$ cat src/lcdnb_pkg.sv
// shared types, constants and helpers for the character lcd nibble bus sequencer
package lcdnb_pkg;

    localparam int COUNT_WIDTH = 17;
    localparam logic [32:0] CNT_MAX = (33'd1 << COUNT_WIDTH) - 33'd1;

    localparam int CFG_DATA_W = 17;
    localparam int CFG_IDX_W  = 3;

    typedef enum logic [CFG_IDX_W-1:0] {
        CFG_ENABLE_HIGH  = 3'd0,
        CFG_NIBBLE_GAP   = 3'd1,
        CFG_BYTE_SETTLE  = 3'd2,
        CFG_CLEAR_WAIT   = 3'd3,
        CFG_POWERUP_WAIT = 3'd4,
        CFG_INIT_GAP     = 3'd5
    } t_cfg_idx;

    typedef enum logic [1:0] {
        REQ_TICK  = 2'd0,
        REQ_WRITE = 2'd1,
        REQ_INIT  = 2'd2
    } t_req;

    typedef struct packed {
        logic [9:0]  enable_high_ticks;
        logic [9:0]  nibble_gap_ticks;
        logic [9:0]  byte_settle_ticks;
        logic [15:0] clear_wait_ticks;
        logic [16:0] powerup_wait_ticks;
        logic [9:0]  init_gap_ticks;
    } t_cfg;

    typedef struct packed {
        logic [7:0] port_value;
        logic       busy_res;
        logic       accepted;
    } t_result;

    localparam logic [7:0] BIT_RS   = 8'h80;
    localparam logic [7:0] BIT_EN   = 8'h20;
    localparam logic [7:0] BIT_BL   = 8'h01;
    localparam logic [7:0] NIB_MASK = 8'h1E;

    localparam logic [7:0] CMD_CLEAR = 8'h01;

    function automatic logic [7:0] init_cmd(input logic [1:0] idx);
        logic [7:0] c;
        case (idx)
            2'd0: c = 8'h28;
            2'd1: c = 8'h06;
            2'd2: c = 8'h0E;
            default: c = CMD_CLEAR;
        endcase
        return c;
    endfunction

    function automatic logic [COUNT_WIDTH-1:0] sat_count(input logic [16:0] v);
        logic [32:0] w;
        w = 33'(v);
        if (w > CNT_MAX) begin
            return CNT_MAX[COUNT_WIDTH-1:0];
        end
        return w[COUNT_WIDTH-1:0];
    endfunction

endpackage

$ cat src/lcdnb_cfg.sv
// timing configuration registers
module lcdnb_cfg (
    input  logic                                i_clk,
    input  logic                                i_rst_n,
    input  logic                                i_cfg_we,
    input  logic [lcdnb_pkg::CFG_IDX_W-1:0]     i_cfg_idx,
    input  logic [lcdnb_pkg::CFG_DATA_W-1:0]    i_cfg_data,
    output lcdnb_pkg::t_cfg                     o_cfg
);

    lcdnb_pkg::t_cfg r_cfg;

    always_ff @(posedge i_clk) begin
        if (!i_rst_n) begin
            r_cfg.enable_high_ticks  <= 10'd10;
            r_cfg.nibble_gap_ticks   <= 10'd1;
            r_cfg.byte_settle_ticks  <= 10'd40;
            r_cfg.clear_wait_ticks   <= 16'd2000;
            r_cfg.powerup_wait_ticks <= 17'd100000;
            r_cfg.init_gap_ticks     <= 10'd100;
        end else if (i_cfg_we) begin
            case (i_cfg_idx)
                lcdnb_pkg::CFG_ENABLE_HIGH:  r_cfg.enable_high_ticks  <= i_cfg_data[9:0];
                lcdnb_pkg::CFG_NIBBLE_GAP:   r_cfg.nibble_gap_ticks   <= i_cfg_data[9:0];
                lcdnb_pkg::CFG_BYTE_SETTLE:  r_cfg.byte_settle_ticks  <= i_cfg_data[9:0];
                lcdnb_pkg::CFG_CLEAR_WAIT:   r_cfg.clear_wait_ticks   <= i_cfg_data[15:0];
                lcdnb_pkg::CFG_POWERUP_WAIT: r_cfg.powerup_wait_ticks <= i_cfg_data[16:0];
                lcdnb_pkg::CFG_INIT_GAP:     r_cfg.init_gap_ticks     <= i_cfg_data[9:0];
                default: begin
                end
            endcase
        end
    end

    assign o_cfg = r_cfg;

endmodule

$ cat src/lcdnb_core.sv
// sequencer state and the combinational step that applies one beat to it
module lcdnb_core (
    input  logic               i_clk,
    input  logic               i_rst_n,
    input  logic               i_step,
    input  logic [1:0]         i_req_type,
    input  logic [7:0]         i_byte_value,
    input  logic               i_reg_select,
    input  lcdnb_pkg::t_cfg    i_cfg,
    output lcdnb_pkg::t_result o_result
);

    typedef enum logic [8:0] {
        PH_IDLE       = 9'b000000001,
        PH_PWR_WAIT   = 9'b000000010,
        PH_INIT_EN    = 9'b000000100,
        PH_INIT_GAP   = 9'b000001000,
        PH_HI_EN      = 9'b000010000,
        PH_NIB_GAP    = 9'b000100000,
        PH_LO_EN      = 9'b001000000,
        PH_SETTLE     = 9'b010000000,
        PH_CLEAR_WAIT = 9'b100000000
    } t_phase;

    logic [7:0]                        r_port, n_port;
    t_phase                            r_phase, n_phase;
    logic [lcdnb_pkg::COUNT_WIDTH-1:0] r_count, n_count;
    logic [7:0]                        r_held_byte, n_held_byte;
    logic                              r_held_sel, n_held_sel;
    logic [3:0]                        r_init_step, n_init_step;
    logic                              acc;

    logic       fin_more;
    logic [3:0] fin_step;
    logic [1:0] cmd_idx;
    logic [7:0] fin_byte;
    logic [3:0] gap_step;

    function automatic logic [7:0] nib_bits(input logic [3:0] n);
        return {3'b000, n[0], n[1], n[2], n[3], 1'b0};
    endfunction

    function automatic logic [7:0] begin_port(input logic [7:0] port, input logic [7:0] b,
                                              input logic sel);
        logic [7:0] p;
        p = (port & ~lcdnb_pkg::NIB_MASK) | lcdnb_pkg::BIT_EN | nib_bits(b[7:4]);
        p[7] = sel;
        return p;
    endfunction

    assign fin_more = (r_init_step >= 4'd5) && (r_init_step < 4'd8);
    assign fin_step = r_init_step + 4'd1;
    assign cmd_idx  = fin_step[1:0] - 2'd1;
    assign fin_byte = lcdnb_pkg::init_cmd(cmd_idx);
    assign gap_step = r_init_step + 4'd1;

    always_comb begin
        n_port      = r_port;
        n_phase     = r_phase;
        n_count     = r_count;
        n_held_byte = r_held_byte;
        n_held_sel  = r_held_sel;
        n_init_step = r_init_step;
        acc         = 1'b0;

        case (i_req_type)
            lcdnb_pkg::REQ_TICK: begin
                acc = 1'b1;
                if (r_phase != PH_IDLE) begin
                    if (r_count > lcdnb_pkg::COUNT_WIDTH'(1)) begin
                        n_count = r_count - lcdnb_pkg::COUNT_WIDTH'(1);
                    end else begin
                        case (r_phase)
                            PH_PWR_WAIT: begin
                                n_port      = lcdnb_pkg::BIT_BL | lcdnb_pkg::BIT_EN
                                              | nib_bits(4'h3);
                                n_init_step = 4'd1;
                                n_phase     = PH_INIT_EN;
                                n_count     = lcdnb_pkg::sat_count(
                                                  17'(i_cfg.enable_high_ticks));
                            end
                            PH_INIT_EN: begin
                                if (r_init_step < 4'd4) begin
                                    n_port  = r_port & ~lcdnb_pkg::BIT_EN;
                                    n_phase = PH_INIT_GAP;
                                    n_count = lcdnb_pkg::sat_count(17'(i_cfg.init_gap_ticks));
                                end else begin
                                    // first init command starts right away
                                    n_init_step = 4'd5;
                                    n_held_byte = lcdnb_pkg::init_cmd(2'd0);
                                    n_held_sel  = 1'b0;
                                    n_port      = begin_port(r_port, lcdnb_pkg::init_cmd(2'd0),
                                                             1'b0);
                                    n_phase     = PH_HI_EN;
                                    n_count     = lcdnb_pkg::sat_count(
                                                      17'(i_cfg.enable_high_ticks));
                                end
                            end
                            PH_INIT_GAP: begin
                                n_init_step = gap_step;
                                n_port      = (r_port & ~lcdnb_pkg::NIB_MASK) | lcdnb_pkg::BIT_EN
                                              | nib_bits((gap_step >= 4'd4) ? 4'h2 : 4'h3);
                                n_phase     = PH_INIT_EN;
                                n_count     = lcdnb_pkg::sat_count(
                                                  17'(i_cfg.enable_high_ticks));
                            end
                            PH_HI_EN: begin
                                n_port  = r_port & ~lcdnb_pkg::BIT_EN;
                                n_phase = PH_NIB_GAP;
                                n_count = lcdnb_pkg::sat_count(17'(i_cfg.nibble_gap_ticks));
                            end
                            PH_NIB_GAP: begin
                                n_port  = (r_port & ~lcdnb_pkg::NIB_MASK) | lcdnb_pkg::BIT_EN
                                          | nib_bits(r_held_byte[3:0]);
                                n_phase = PH_LO_EN;
                                n_count = lcdnb_pkg::sat_count(17'(i_cfg.enable_high_ticks));
                            end
                            PH_LO_EN: begin
                                n_port  = r_port & ~lcdnb_pkg::BIT_EN;
                                n_phase = PH_SETTLE;
                                n_count = lcdnb_pkg::sat_count(17'(i_cfg.byte_settle_ticks));
                            end
                            PH_SETTLE, PH_CLEAR_WAIT: begin
                                if (r_phase == PH_SETTLE && !r_held_sel) begin
                                    n_port = r_port | lcdnb_pkg::BIT_RS;
                                end
                                if (r_phase == PH_SETTLE && !r_held_sel
                                    && r_held_byte == lcdnb_pkg::CMD_CLEAR) begin
                                    n_phase = PH_CLEAR_WAIT;
                                    n_count = lcdnb_pkg::sat_count(
                                                  17'(i_cfg.clear_wait_ticks));
                                end else if (fin_more) begin
                                    // next init command
                                    n_init_step = fin_step;
                                    n_held_byte = fin_byte;
                                    n_held_sel  = 1'b0;
                                    n_port      = begin_port(r_port, fin_byte, 1'b0);
                                    n_phase     = PH_HI_EN;
                                    n_count     = lcdnb_pkg::sat_count(
                                                      17'(i_cfg.enable_high_ticks));
                                end else begin
                                    n_init_step = 4'd0;
                                    n_phase     = PH_IDLE;
                                    n_count     = '0;
                                end
                            end
                            default: begin
                                n_phase     = PH_IDLE;
                                n_count     = '0;
                                n_init_step = 4'd0;
                            end
                        endcase
                    end
                end
            end
            lcdnb_pkg::REQ_WRITE: begin
                if (r_phase == PH_IDLE) begin
                    acc         = 1'b1;
                    n_held_byte = i_byte_value;
                    n_held_sel  = i_reg_select;
                    n_init_step = 4'd0;
                    n_port      = begin_port(r_port, i_byte_value, i_reg_select);
                    n_phase     = PH_HI_EN;
                    n_count     = lcdnb_pkg::sat_count(17'(i_cfg.enable_high_ticks));
                end
            end
            lcdnb_pkg::REQ_INIT: begin
                if (r_phase == PH_IDLE) begin
                    acc         = 1'b1;
                    n_port      = 8'h00;
                    n_init_step = 4'd0;
                    n_phase     = PH_PWR_WAIT;
                    n_count     = lcdnb_pkg::sat_count(i_cfg.powerup_wait_ticks);
                end
            end
            default: begin
            end
        endcase
    end

    always_ff @(posedge i_clk) begin
        if (!i_rst_n) begin
            r_port      <= 8'h00;
            r_phase     <= PH_IDLE;
            r_count     <= '0;
            r_held_byte <= 8'h00;
            r_held_sel  <= 1'b0;
            r_init_step <= 4'd0;
        end else if (i_step) begin
            r_port      <= n_port;
            r_phase     <= n_phase;
            r_count     <= n_count;
            r_held_byte <= n_held_byte;
            r_held_sel  <= n_held_sel;
            r_init_step <= n_init_step;
        end
    end

    assign o_result.port_value = n_port;
    assign o_result.busy_res   = (n_phase != PH_IDLE);
    assign o_result.accepted   = acc;

endmodule

$ cat src/char_lcd_nibble_bus_sequencer.sv
// top level: input register, sequencer step, result register and config port
//
// usage: each input beat is a one-microsecond tick, a byte write or an init
// request; each beat yields exactly one result beat carrying the lcd port
// image after that beat, the busy flag and whether the request was taken.
// requests that arrive while a sequence or wait runs come back refused;
// ticks are always taken and count the running phase down.
// a beat accepted into the input register is stepped into the result register
// once that register is free; its result is valid on the output from then on.
// throughput: one beat per cycle while i_ready is high; the step is one compare,
// one decrement and a phase update between the input and result registers.
// stall: when the receiver holds i_ready low the result register keeps its
// beat, one more beat waits in the input register, then o_ready drops.
// reset: synchronous, active low; timing registers return to defaults,
// port image, phase and counters clear, both beat registers empty.
// configuration writes take effect at the next edge; they are to be made only
// while the block is idle, a rule on the user that the block leaves unchecked.
module char_lcd_nibble_bus_sequencer (
    input  logic                             i_clk,
    input  logic                             i_rst_n,
    input  logic                             i_valid,
    output logic                             o_ready,
    input  logic [1:0]                       i_req_type,
    input  logic [7:0]                       i_byte_value,
    input  logic                             i_reg_select,
    output logic                             o_valid,
    input  logic                             i_ready,
    output logic [7:0]                       o_port_value,
    output logic                             o_busy_res,
    output logic                             o_accepted,
    input  logic                             i_cfg_we,
    input  logic [lcdnb_pkg::CFG_IDX_W-1:0]  i_cfg_idx,
    input  logic [lcdnb_pkg::CFG_DATA_W-1:0] i_cfg_data
);

    logic               r_in_valid;
    logic [1:0]         r_req_type;
    logic [7:0]         r_byte_value;
    logic               r_reg_select;
    logic               r_out_valid;
    lcdnb_pkg::t_result r_out;
    lcdnb_pkg::t_result step_res;
    lcdnb_pkg::t_cfg    cfg;
    logic               out_free;
    logic               step;
    logic               in_fire;

    assign out_free = !r_out_valid || i_ready;
    assign step     = r_in_valid && out_free;
    assign o_ready  = !r_in_valid || out_free;
    assign in_fire  = i_valid && o_ready;

    lcdnb_cfg u_cfg (
        .i_clk      (i_clk),
        .i_rst_n    (i_rst_n),
        .i_cfg_we   (i_cfg_we),
        .i_cfg_idx  (i_cfg_idx),
        .i_cfg_data (i_cfg_data),
        .o_cfg      (cfg)
    );

    lcdnb_core u_core (
        .i_clk        (i_clk),
        .i_rst_n      (i_rst_n),
        .i_step       (step),
        .i_req_type   (r_req_type),
        .i_byte_value (r_byte_value),
        .i_reg_select (r_reg_select),
        .i_cfg        (cfg),
        .o_result     (step_res)
    );

    always_ff @(posedge i_clk) begin
        if (!i_rst_n) begin
            r_in_valid <= 1'b0;
        end else begin
            r_in_valid <= in_fire || (r_in_valid && !step);
        end
    end

    always_ff @(posedge i_clk) begin
        if (in_fire) begin
            r_req_type   <= i_req_type;
            r_byte_value <= i_byte_value;
            r_reg_select <= i_reg_select;
        end
    end

    always_ff @(posedge i_clk) begin
        if (!i_rst_n) begin
            r_out_valid <= 1'b0;
        end else begin
            r_out_valid <= step || (r_out_valid && !i_ready);
        end
    end

    always_ff @(posedge i_clk) begin
        if (step) begin
            r_out <= step_res;
        end
    end

    assign o_valid      = r_out_valid;
    assign o_port_value = r_out.port_value;
    assign o_busy_res   = r_out.busy_res;
    assign o_accepted   = r_out.accepted;

`ifndef ASSERT_OFF
    // a registered beat with room downstream must come out next cycle
    a_step_emits: assert property (@(posedge i_clk) disable iff (!i_rst_n)
        r_in_valid && out_free |=> o_valid)
        else $error("registered beat did not reach the output");

    // a taken input beat is held in the input register
    a_in_held: assert property (@(posedge i_clk) disable iff (!i_rst_n)
        in_fire |=> r_in_valid)
        else $error("input beat lost");

    // when idle the enable line is low
    a_idle_en_low: assert property (@(posedge i_clk) disable iff (!i_rst_n)
        o_valid && !o_busy_res |-> !o_port_value[5])
        else $error("enable high while idle");

    // a stalled result beat stays put
    a_out_hold: assert property (@(posedge i_clk) disable iff (!i_rst_n)
        o_valid && !i_ready |=> o_valid && $stable(r_out))
        else $error("result beat changed while stalled");
`endif

endmodule

$ cat config.mk
export PLATFORM = sky130hd
export DESIGN_NAME = char_lcd_nibble_bus_sequencer
export DESIGN_NICKNAME = d
export VERILOG_FILES = /design/src/lcdnb_pkg.sv /design/src/lcdnb_cfg.sv /design/src/lcdnb_core.sv /design/src/char_lcd_nibble_bus_sequencer.sv
export SDC_FILE = /design/constraint.sdc
export NUM_CORES = 1
export LEC_CHECK = 0
export BUFFER_PORTS_ARGS = -buffer_cell sky130_fd_sc_hd__buf_2
export CORE_ASPECT_RATIO = 2
export CORE_MARGIN = 10
export CORE_UTILIZATION = 40
export CTS_CLUSTER_DIAMETER = 40
export DETAILED_ROUTE_END_ITERATION = 12
export PLACE_DENSITY = 0.57
export SLEW_MARGIN = 15
export SYNTH_ARGS = -nofsm -noshare
export SYNTH_HDL_FRONTEND = slang
export SYNTH_HIERARCHICAL = 1
export SYNTH_SLANG_ARGS = --single-unit
$ cat constraint.sdc
create_clock -name i_clk -period 3.2 [get_ports i_clk]
set_input_delay 0.64 -clock i_clk [delete_from_list [all_inputs] [get_ports i_clk]]
set_output_delay 0.64 -clock i_clk [all_outputs]
set_load 0.02 [all_outputs]
==> flow_summary.yaml, run 1 <==
status:
  status: "completed"
cells_and_area:
  syn2layout_area_growth_pct: 16.5
  antenna_cells: 0
  final_cell_mix: "dfxtp_1 (122), nand2_1 (116), mux2i_1 (77)"
  drive_gt1_share_pct: 17.0
  mostFrequentLayoutCell: "dfxtp_1"
  fin_nets: 953
placed_design:
  gp_congestion: 0.938
  io_buffers: 47
  pre_cts_ws_ns: 0.299
  hpwl_um: 17700
routing:
  antenna_left: 0
  dr.pass1.iters: 6
  drt_iter0_drc: 382
  drc: 0
  post_drt_wl_per_cell_um: 20.5
  via_per_inst: 5.74
  vias: 6741
  drt_wl_total_um: 24100
logic_synthesis:
  synth_top_cell_by_area: "dfxtp_1"
  synth-async-reset-ratio_pct: 0
  yosysTopAreaCellShare_pct: 31.9
  yosysWarnings: 6
  synth_edf_count: 21
  ys_types: 88
  syn_nets: 899
  synthCells: 854
  yosys-top-cells-area: "dfxtp_1 (32%), mux2i_1 (10%), edfxtp_1 (8.2%)"
  seq_area_frac_synth_pct: 40.1
  netlist_area_um2: 7660
  ys_ff_latch: 143
  synth-main-ff-cell: "dfxtp_1"
  avgSynthCellArea_um2: 8.97
setup_path:
  worstPathCellList: "nor4_2, or2b_1, or2_0, nor3_1, nand3_1, o311ai_0, nand2_1"
  worst-path-max-fanout: 10
  critPathLaunchType: "register"
  critical_path.startpoint: "u_core/r_count[9]"
  max_stage_delay_ns: 0.54
  slowest_stage: "or2_0"
  ff2ff_path_depth: 7
  cp.arrival_ns: 3.13
  rrSetupSlack_ns: 0.24
  path_class: "register to register"
  worstReg2RegStart: "u_core/r_count[9]"
  critPathRequiredTime_ns: 3.37
  end_kind: "register"
  worstReg2RegEnd: "o_port_value[3]"
global_route:
  overflow: 0
  grt_start_max_net_pins: 97
  antenna_found_initial: 0
  grt_pass1_vias: 7079
  grt_pass1_wl_um: 38100
  grt.total_usage_pct: 18.8
cts:
  cts.path.max_buffers: 2
  cts.sinks: 143
  postCtsHoldBufs: 0
  cts_tree: "yes"
  insertion_delay_ns: 0.42
  cts_root_buffer: "clkbuf_16"
  ctsResizeCount: 0
  cts_buffers: 17
  cts.clk_slew.worst_paths_ns: 0.06
  cts_setup_buffers: 0
  htree_levels: 4
sta:
  finalSetupTns_ns: 0
  max_freq_ghz: 0.338
  setup_viol: 0
  tightest_slew_ns: 0.949
  setup_slack_ns: 0.242
  finalCriticalPeriod_ns: 2.96
  fin_worst_skew_ns: 0.00714
  rsz0062_at_grt: "no"
  hold_viol: 0
  max_slew_margin_pct: 36.7
  finalCritPeriodShare_pct: 92.4
  final_max_slew_viol_count: 0
floorplanning:
  die_h_um: 216
  start_util_pct: 40.7
  rows: 71
  die_area_um2: 25400
  coreArea_um2: 18800
  die-width_um: 118
  boundaryPins: 48
pwr:
  intPower_mw: 3.35
  p_per_area_nw_per_um2: 521
  power_frac_comb_pct: 16.7
  seqPwrFrac_pct: 41.8
  p_clk_share_pct: 41.4
  leakagePower_nw: 3.59
  power.switching_mw: 1.30
  switching_share_pct: 28.0
  ir_worst_vdd_mv: 0.287
worst_hold_path:
  whs_path_depth: 1
  holdCritPathClass: "primary input to register"
  hold_end: "r_byte_value[4]"
  hold_start: "i_byte_value[4]"
job:
  max_cap_violations: 0
## sequential cells by signal (all words and copies together) (netlist names)
name	cells
o_accepted	1
u_core/r_port	8
u_core/r_held_sel	1
r_byte_value	8
u_core/r_count	17
u_core/r_init_step	4
r_req_type	2
u_core/r_held_byte	8
r_reg_select	1
u_cfg/o_cfg	73
o_valid	1
o_port_value	8
r_in_valid	1
o_busy_res	1
u_core/r_phase	9
## per-layer routing
metal,vias up,GRT usage (%),routed length [um]
met5,-,0,0
met4,0,13.4,1540
met3,89,3.14,759
met2,167,36.3,13400
met1,3247,17.2,8410
li1,3238,-,-
## power groups by stage
| stage | logic, mW | registers [mW] | clock network, mW |
|---|---|---|---|
| 4_1_cts | 0.773 | 1.94 | 1.96 |
| 2_1_floorplan | 0.539 | 1.97 | 0 |
| 5_1_grt | 0.850 | 1.95 | 2.03 |
| 3_3_place_gp | 0.768 | 1.98 | 0 |
| 3_5_place_dp | 0.771 | 1.98 | 0 |
| 6_report | 0.776 | 1.95 | 1.93 |
## Yosys cell counts, types with 6 or more instances
cell type,instances
xor2_1,12
o21ai_0,35
or3_1,8
a21oi_1,44
a222oi_1,11
a311o_1,6
inv_1,22
a221oi_1,9
and3_1,6
a22oi_1,11
a22o_1,7
edfxtp_1,21
dfxtp_1,122
nand3_1,18
mux2i_1,77
nor3_1,20
nand2_1,116
nor2b_1,37
nor2_1,50
buf_2,14
nand2b_1,11
xnor2_1,7
a31oi_1,13
clkbuf_1,41
nand4_1,7
ha_1,9
## stage by stage
stage / cell area (um^2) / cells / total power [mW] / util, % / hold slack [ns]
2_1_floorplan: 7660 / 854 / 2.51 / - / 0.412
3_3_place_gp: 8360 / 1144 / 2.75 / 44.4 / 0.424
3_5_place_dp: 8360 / 1144 / 2.75 / 44.4 / 0.426
4_1_cts: 8920 / 1175 / 4.68 / 47.4 / 0.380
5_1_grt: 8920 / 1175 / 4.83 / 47.4 / 0.379
6_report: 8920 / 1175 / 4.65 / 47.4 / 0.390
## cell type report
| class | count | area, um^2 |
|---|---|---|
| repair buffers | 98 | 646 |
| well taps | 255 | 319 |
| clock buffers | 21 | 450 |
| clock inverters | 10 | 113 |
| flip-flops and latches | 143 | 3070 |
| multi-input cells | 625 | 4240 |
| inverters | 23 | 86.3 |
| fillers | 1910 | 9910 |
## worst max-delay path: cells and delay by family (launching register included)
kind | cells | cell delay (ns)
and+or+nand+nor | 6 | 2.00
DFF | 1 | 0.36
AOI/OAI and AO/OA | 1 | 0.34
## worst max path at each step
stage / to / slack [ns] / depth (start not counted)
6_report: o_port_value[3] / 0.24 / 7
5_1_grt: o_port_value[3] / 0.01 / 7
4_1_cts: o_port_value[3] / 0.29 / 7
3_5_place_dp: o_port_value[3] / 0.30 / 7
3_3_place_gp: o_port_value[3] / 0.34 / 7
2_1_floorplan: u_core/r_count[15] / 0.34 / 8
## logic make-up after synthesis
logic type / share of synthesized area [%]
buffers and inverters: 5.03
adder cells (fa/ha/maj): 1.47
AO/OA/AOI/OAI: 18.6
AND/OR/NAND/NOR: 22.4
XOR/XNOR: 2.17
multiplexers: 10.2
flip-flops: 40.1
(Power assumes the default switching activity.)
==> run 2, diff against run 1 <==
--- a/config.mk
+++ b/config.mk
@@ -6,14 +6,15 @@
 export NUM_CORES = 1
 export LEC_CHECK = 0
 export BUFFER_PORTS_ARGS = -buffer_cell sky130_fd_sc_hd__buf_2
+export CELL_PAD_IN_SITES_DETAIL_PLACEMENT = 1
+export CELL_PAD_IN_SITES_GLOBAL_PLACEMENT = 2
 export CORE_ASPECT_RATIO = 2
 export CORE_MARGIN = 10
-export CORE_UTILIZATION = 40
+export CORE_UTILIZATION = 37
 export CTS_CLUSTER_DIAMETER = 40
 export DETAILED_ROUTE_END_ITERATION = 12
-export PLACE_DENSITY = 0.57
+export PLACE_DENSITY = 0.81
 export SLEW_MARGIN = 15
 export SYNTH_ARGS = -nofsm -noshare
 export SYNTH_HDL_FRONTEND = slang
-export SYNTH_HIERARCHICAL = 1
 export SYNTH_SLANG_ARGS = --single-unit
==> flow_summary.yaml, run 2 <==
logic_synthesis:
  synth-async-reset-ratio_pct: 0
  synth_top_cell_by_area: "dfxtp_1"
  seq_area_frac_synth_pct: 42.2
  yosys-top-cells-area: "dfxtp_1 (34%), nand2_1 (9.8%), edfxtp_1 (8.7%)"
  yosysMostFrequentCell: "nand2_1"
  yosysWarnings: 0
  ys_types: 74
  netlist_area_um2: 7280
  ys_ff_latch: 143
  avgSynthCellArea_um2: 8.05
  yosysTopAreaCellShare_pct: 33.6
  synthCells: 904
  synth-main-ff-cell: "dfxtp_1"
  synth_edf_count: 21
  syn_nets: 949
  synth_commonest_cells: "nand2_1 (190), dfxtp_1 (122), a21oi_1 (100)"
sta:
  max_freq_ghz: 0.323
  hold_viol: 0
  finalSetupTns_ns: 0
  finalCritPeriodShare_pct: 96.7
  finalCriticalPeriod_ns: 3.09
  fin_worst_skew_ns: 0.0136
  final_max_slew_viol_count: 0
  setup_viol: 0
  max_slew_margin_pct: 31.3
  rsz0062_at_grt: "no"
  tightest_slew_ns: 1.02
cts:
  htree_levels: 4
  cts_tree: "yes"
  cts_setup_buffers: 0
  insertion_delay_ns: 0.43
  cts.path.max_buffers: 2
  cts.clk_slew.worst_paths_ns: 0.06
  cts_buffers: 17
  cts_root_buffer: "clkbuf_16"
  ctsResizeCount: 0
  cts.sinks: 143
  postCtsHoldBufs: 0
placed_design:
  gp_congestion: 0.974
  placed_cell_area_um2: 8100
  hpwl_um: 20500
  io_buffers: 47
floorplanning:
  boundaryPins: 48
  start_util_pct: 37.6
  die-width_um: 119
  die_h_um: 218
  rows: 72
  die_area_um2: 26000
  coreArea_um2: 19400
pwr:
  seqPwrFrac_pct: 40.8
  switching_share_pct: 29.2
  ir_worst_vdd_mv: 0.283
  p_clk_share_pct: 41.1
  p_per_area_nw_per_um2: 549
  power_frac_comb_pct: 18.1
  intPower_mw: 3.38
  power.switching_mw: 1.40
  leakagePower_nw: 3.29
cells_and_area:
  final_cell_mix: "nand2_1 (190), dfxtp_1 (122), a21oi_1 (100)"
  n_fill_cell: 2381
  mostFrequentLayoutCell: "nand2_1"
  fin_area_um2: 8710
  drive_gt1_share_pct: 16.4
  syn2layout_area_growth_pct: 19.7
  fin_util_pct: 45.0
  fin_nets: 1023
  largest_register_ffs: 73
  antenna_cells: 0
setup_path:
  crit_family: "simple AND/OR/NAND/NOR gates"
  critPathLaunchType: "register"
  cp_num_buf_inv: 0
  worstReg2RegStart: "u_core.r_count[9]"
  max_stage_delay_ns: 0.60
  crit_cells: 7
  worstPathCellList: "or4_4, nor4_4, nand3_4, o21ai_0, o2bb2a_1, or4_1, or3_1"
  critical_path.startpoint: "u_core.r_count[9]"
  critPathRequiredTime_ns: 3.38
  end_kind: "register"
  worstReg2RegEnd: "o_busy_res"
  ff2ff_path_depth: 7
  rrSetupSlack_ns: 0.11
  cp.arrival_ns: 3.27
  slowest_stage: "or4_4"
  worst-path-max-fanout: 14
  path_class: "register to register"
routing:
  antenna_left: 0
  via_per_inst: 5.73
  drt_iter0_drc: 338
  topRoutingLayerUsed: "met4"
  dr.pass1.iters: 5
  wl_met3_um: 648
  drc: 0
  drt_wl_total_um: 27300
  m1WireLength_um: 9620
  vias: 7157
  wl_met2_um: 15500
  post_drt_wl_per_cell_um: 21.8
global_route:
  grt_pass1_wl_um: 42800
  grt.total_usage_pct: 21.1
  antenna_found_initial: 0
  grt_pass1_vias: 7684
  grt_start_max_net_pins: 55
  overflow: 0
worst_hold_path:
  whs_path_depth: 1
  hold_end: "r_byte_value[2]"
  holdCritPathClass: "primary input to register"
  hold_start: "i_byte_value[2]"
status:
  status: "completed"
job:
  max_cap_violations: 0
-- run 2: cell types whose count changed after synthesis, sizes merged, moves of 9 or more --
cell and change:
a22oi +16, nor2b -29, nand2 +73, a22o +13, mux2i -74, buf -15, nand3 +28, a21oi +55
a222oi -9
-- run 2: power groups by stage --
stage / clock network (mW) / logic, mW / registers (mW)
after floorplan: 0 / 0.543 / 1.97
after global placement: 0 / 0.846 / 1.98
after detailed placement: 0 / 0.852 / 1.99
after CTS: 1.99 / 0.859 / 1.95
after global routing: 2.08 / 0.945 / 1.96
final: 1.96 / 0.867 / 1.95
-- run 2: kinds of logic after synthesis --
kind of cell	after synthesis	synth area share, %
XOR/XNOR	17	2.05
flip-flops	143	42.2
AO/OA/AOI/OAI	274	24.4
multiplexers	5	0.722
buffers and inverters	69	3.94
AND/OR/NAND/NOR	387	25.1
adder cells (fa/ha/maj)	9	1.55
-- run 2: worst reg2reg max path, delay by kind of cell (launching register included) --
kind | cells | cell delay [ns]
compound gates | 2 | 0.45
flops | 1 | 0.36
simple gates | 5 | 2.04
-- run 2: final cells by class --
cell class	instances	area, um^2	share of cell area [%]
Tap cell	259	324	3.72
Inverter	17	63.8	0.733
Timing Repair Buffer	107	711	8.16
Multi-Input combinational cell	692	3960	45.5
Clock inverter	8	77.6	0.891
Sequential cell	143	3070	35.3
Clock buffer	23	499	5.73
-- run 2: metrics by stage --
step | worst slack, ns | hold slack (ns) | instances | power [mW]
finish | 0.105 | 0.385 | 1249 | 4.78
global route | 0.0323 | 0.369 | 1249 | 4.98
CTS | 0.0223 | 0.369 | 1249 | 4.80
detailed placement | 0.0292 | 0.433 | 1218 | 2.84
global placement | 0.106 | 0.427 | 1218 | 2.83
floorplan | 0.429 | 0.416 | 904 | 2.52
-- run 2: routing by layer --
metal | track usage, % | vias up
met2 | 40.7 | 148
met1 | 19.9 | 3506
met3 | 3.23 | 73
met5 | 0 | -
li1 | - | 3430
met4 | 13.5 | 0
-- run 2: worst max-delay path by stage --
stage                       to  slack (ns)
2_1_floorplan       o_busy_res        0.43
3_3_place_gp   o_port_value[1]        0.11
3_5_place_dp        o_busy_res        0.03
4_1_cts             o_busy_res        0.02
5_1_grt             o_busy_res        0.03
6_report            o_busy_res        0.11
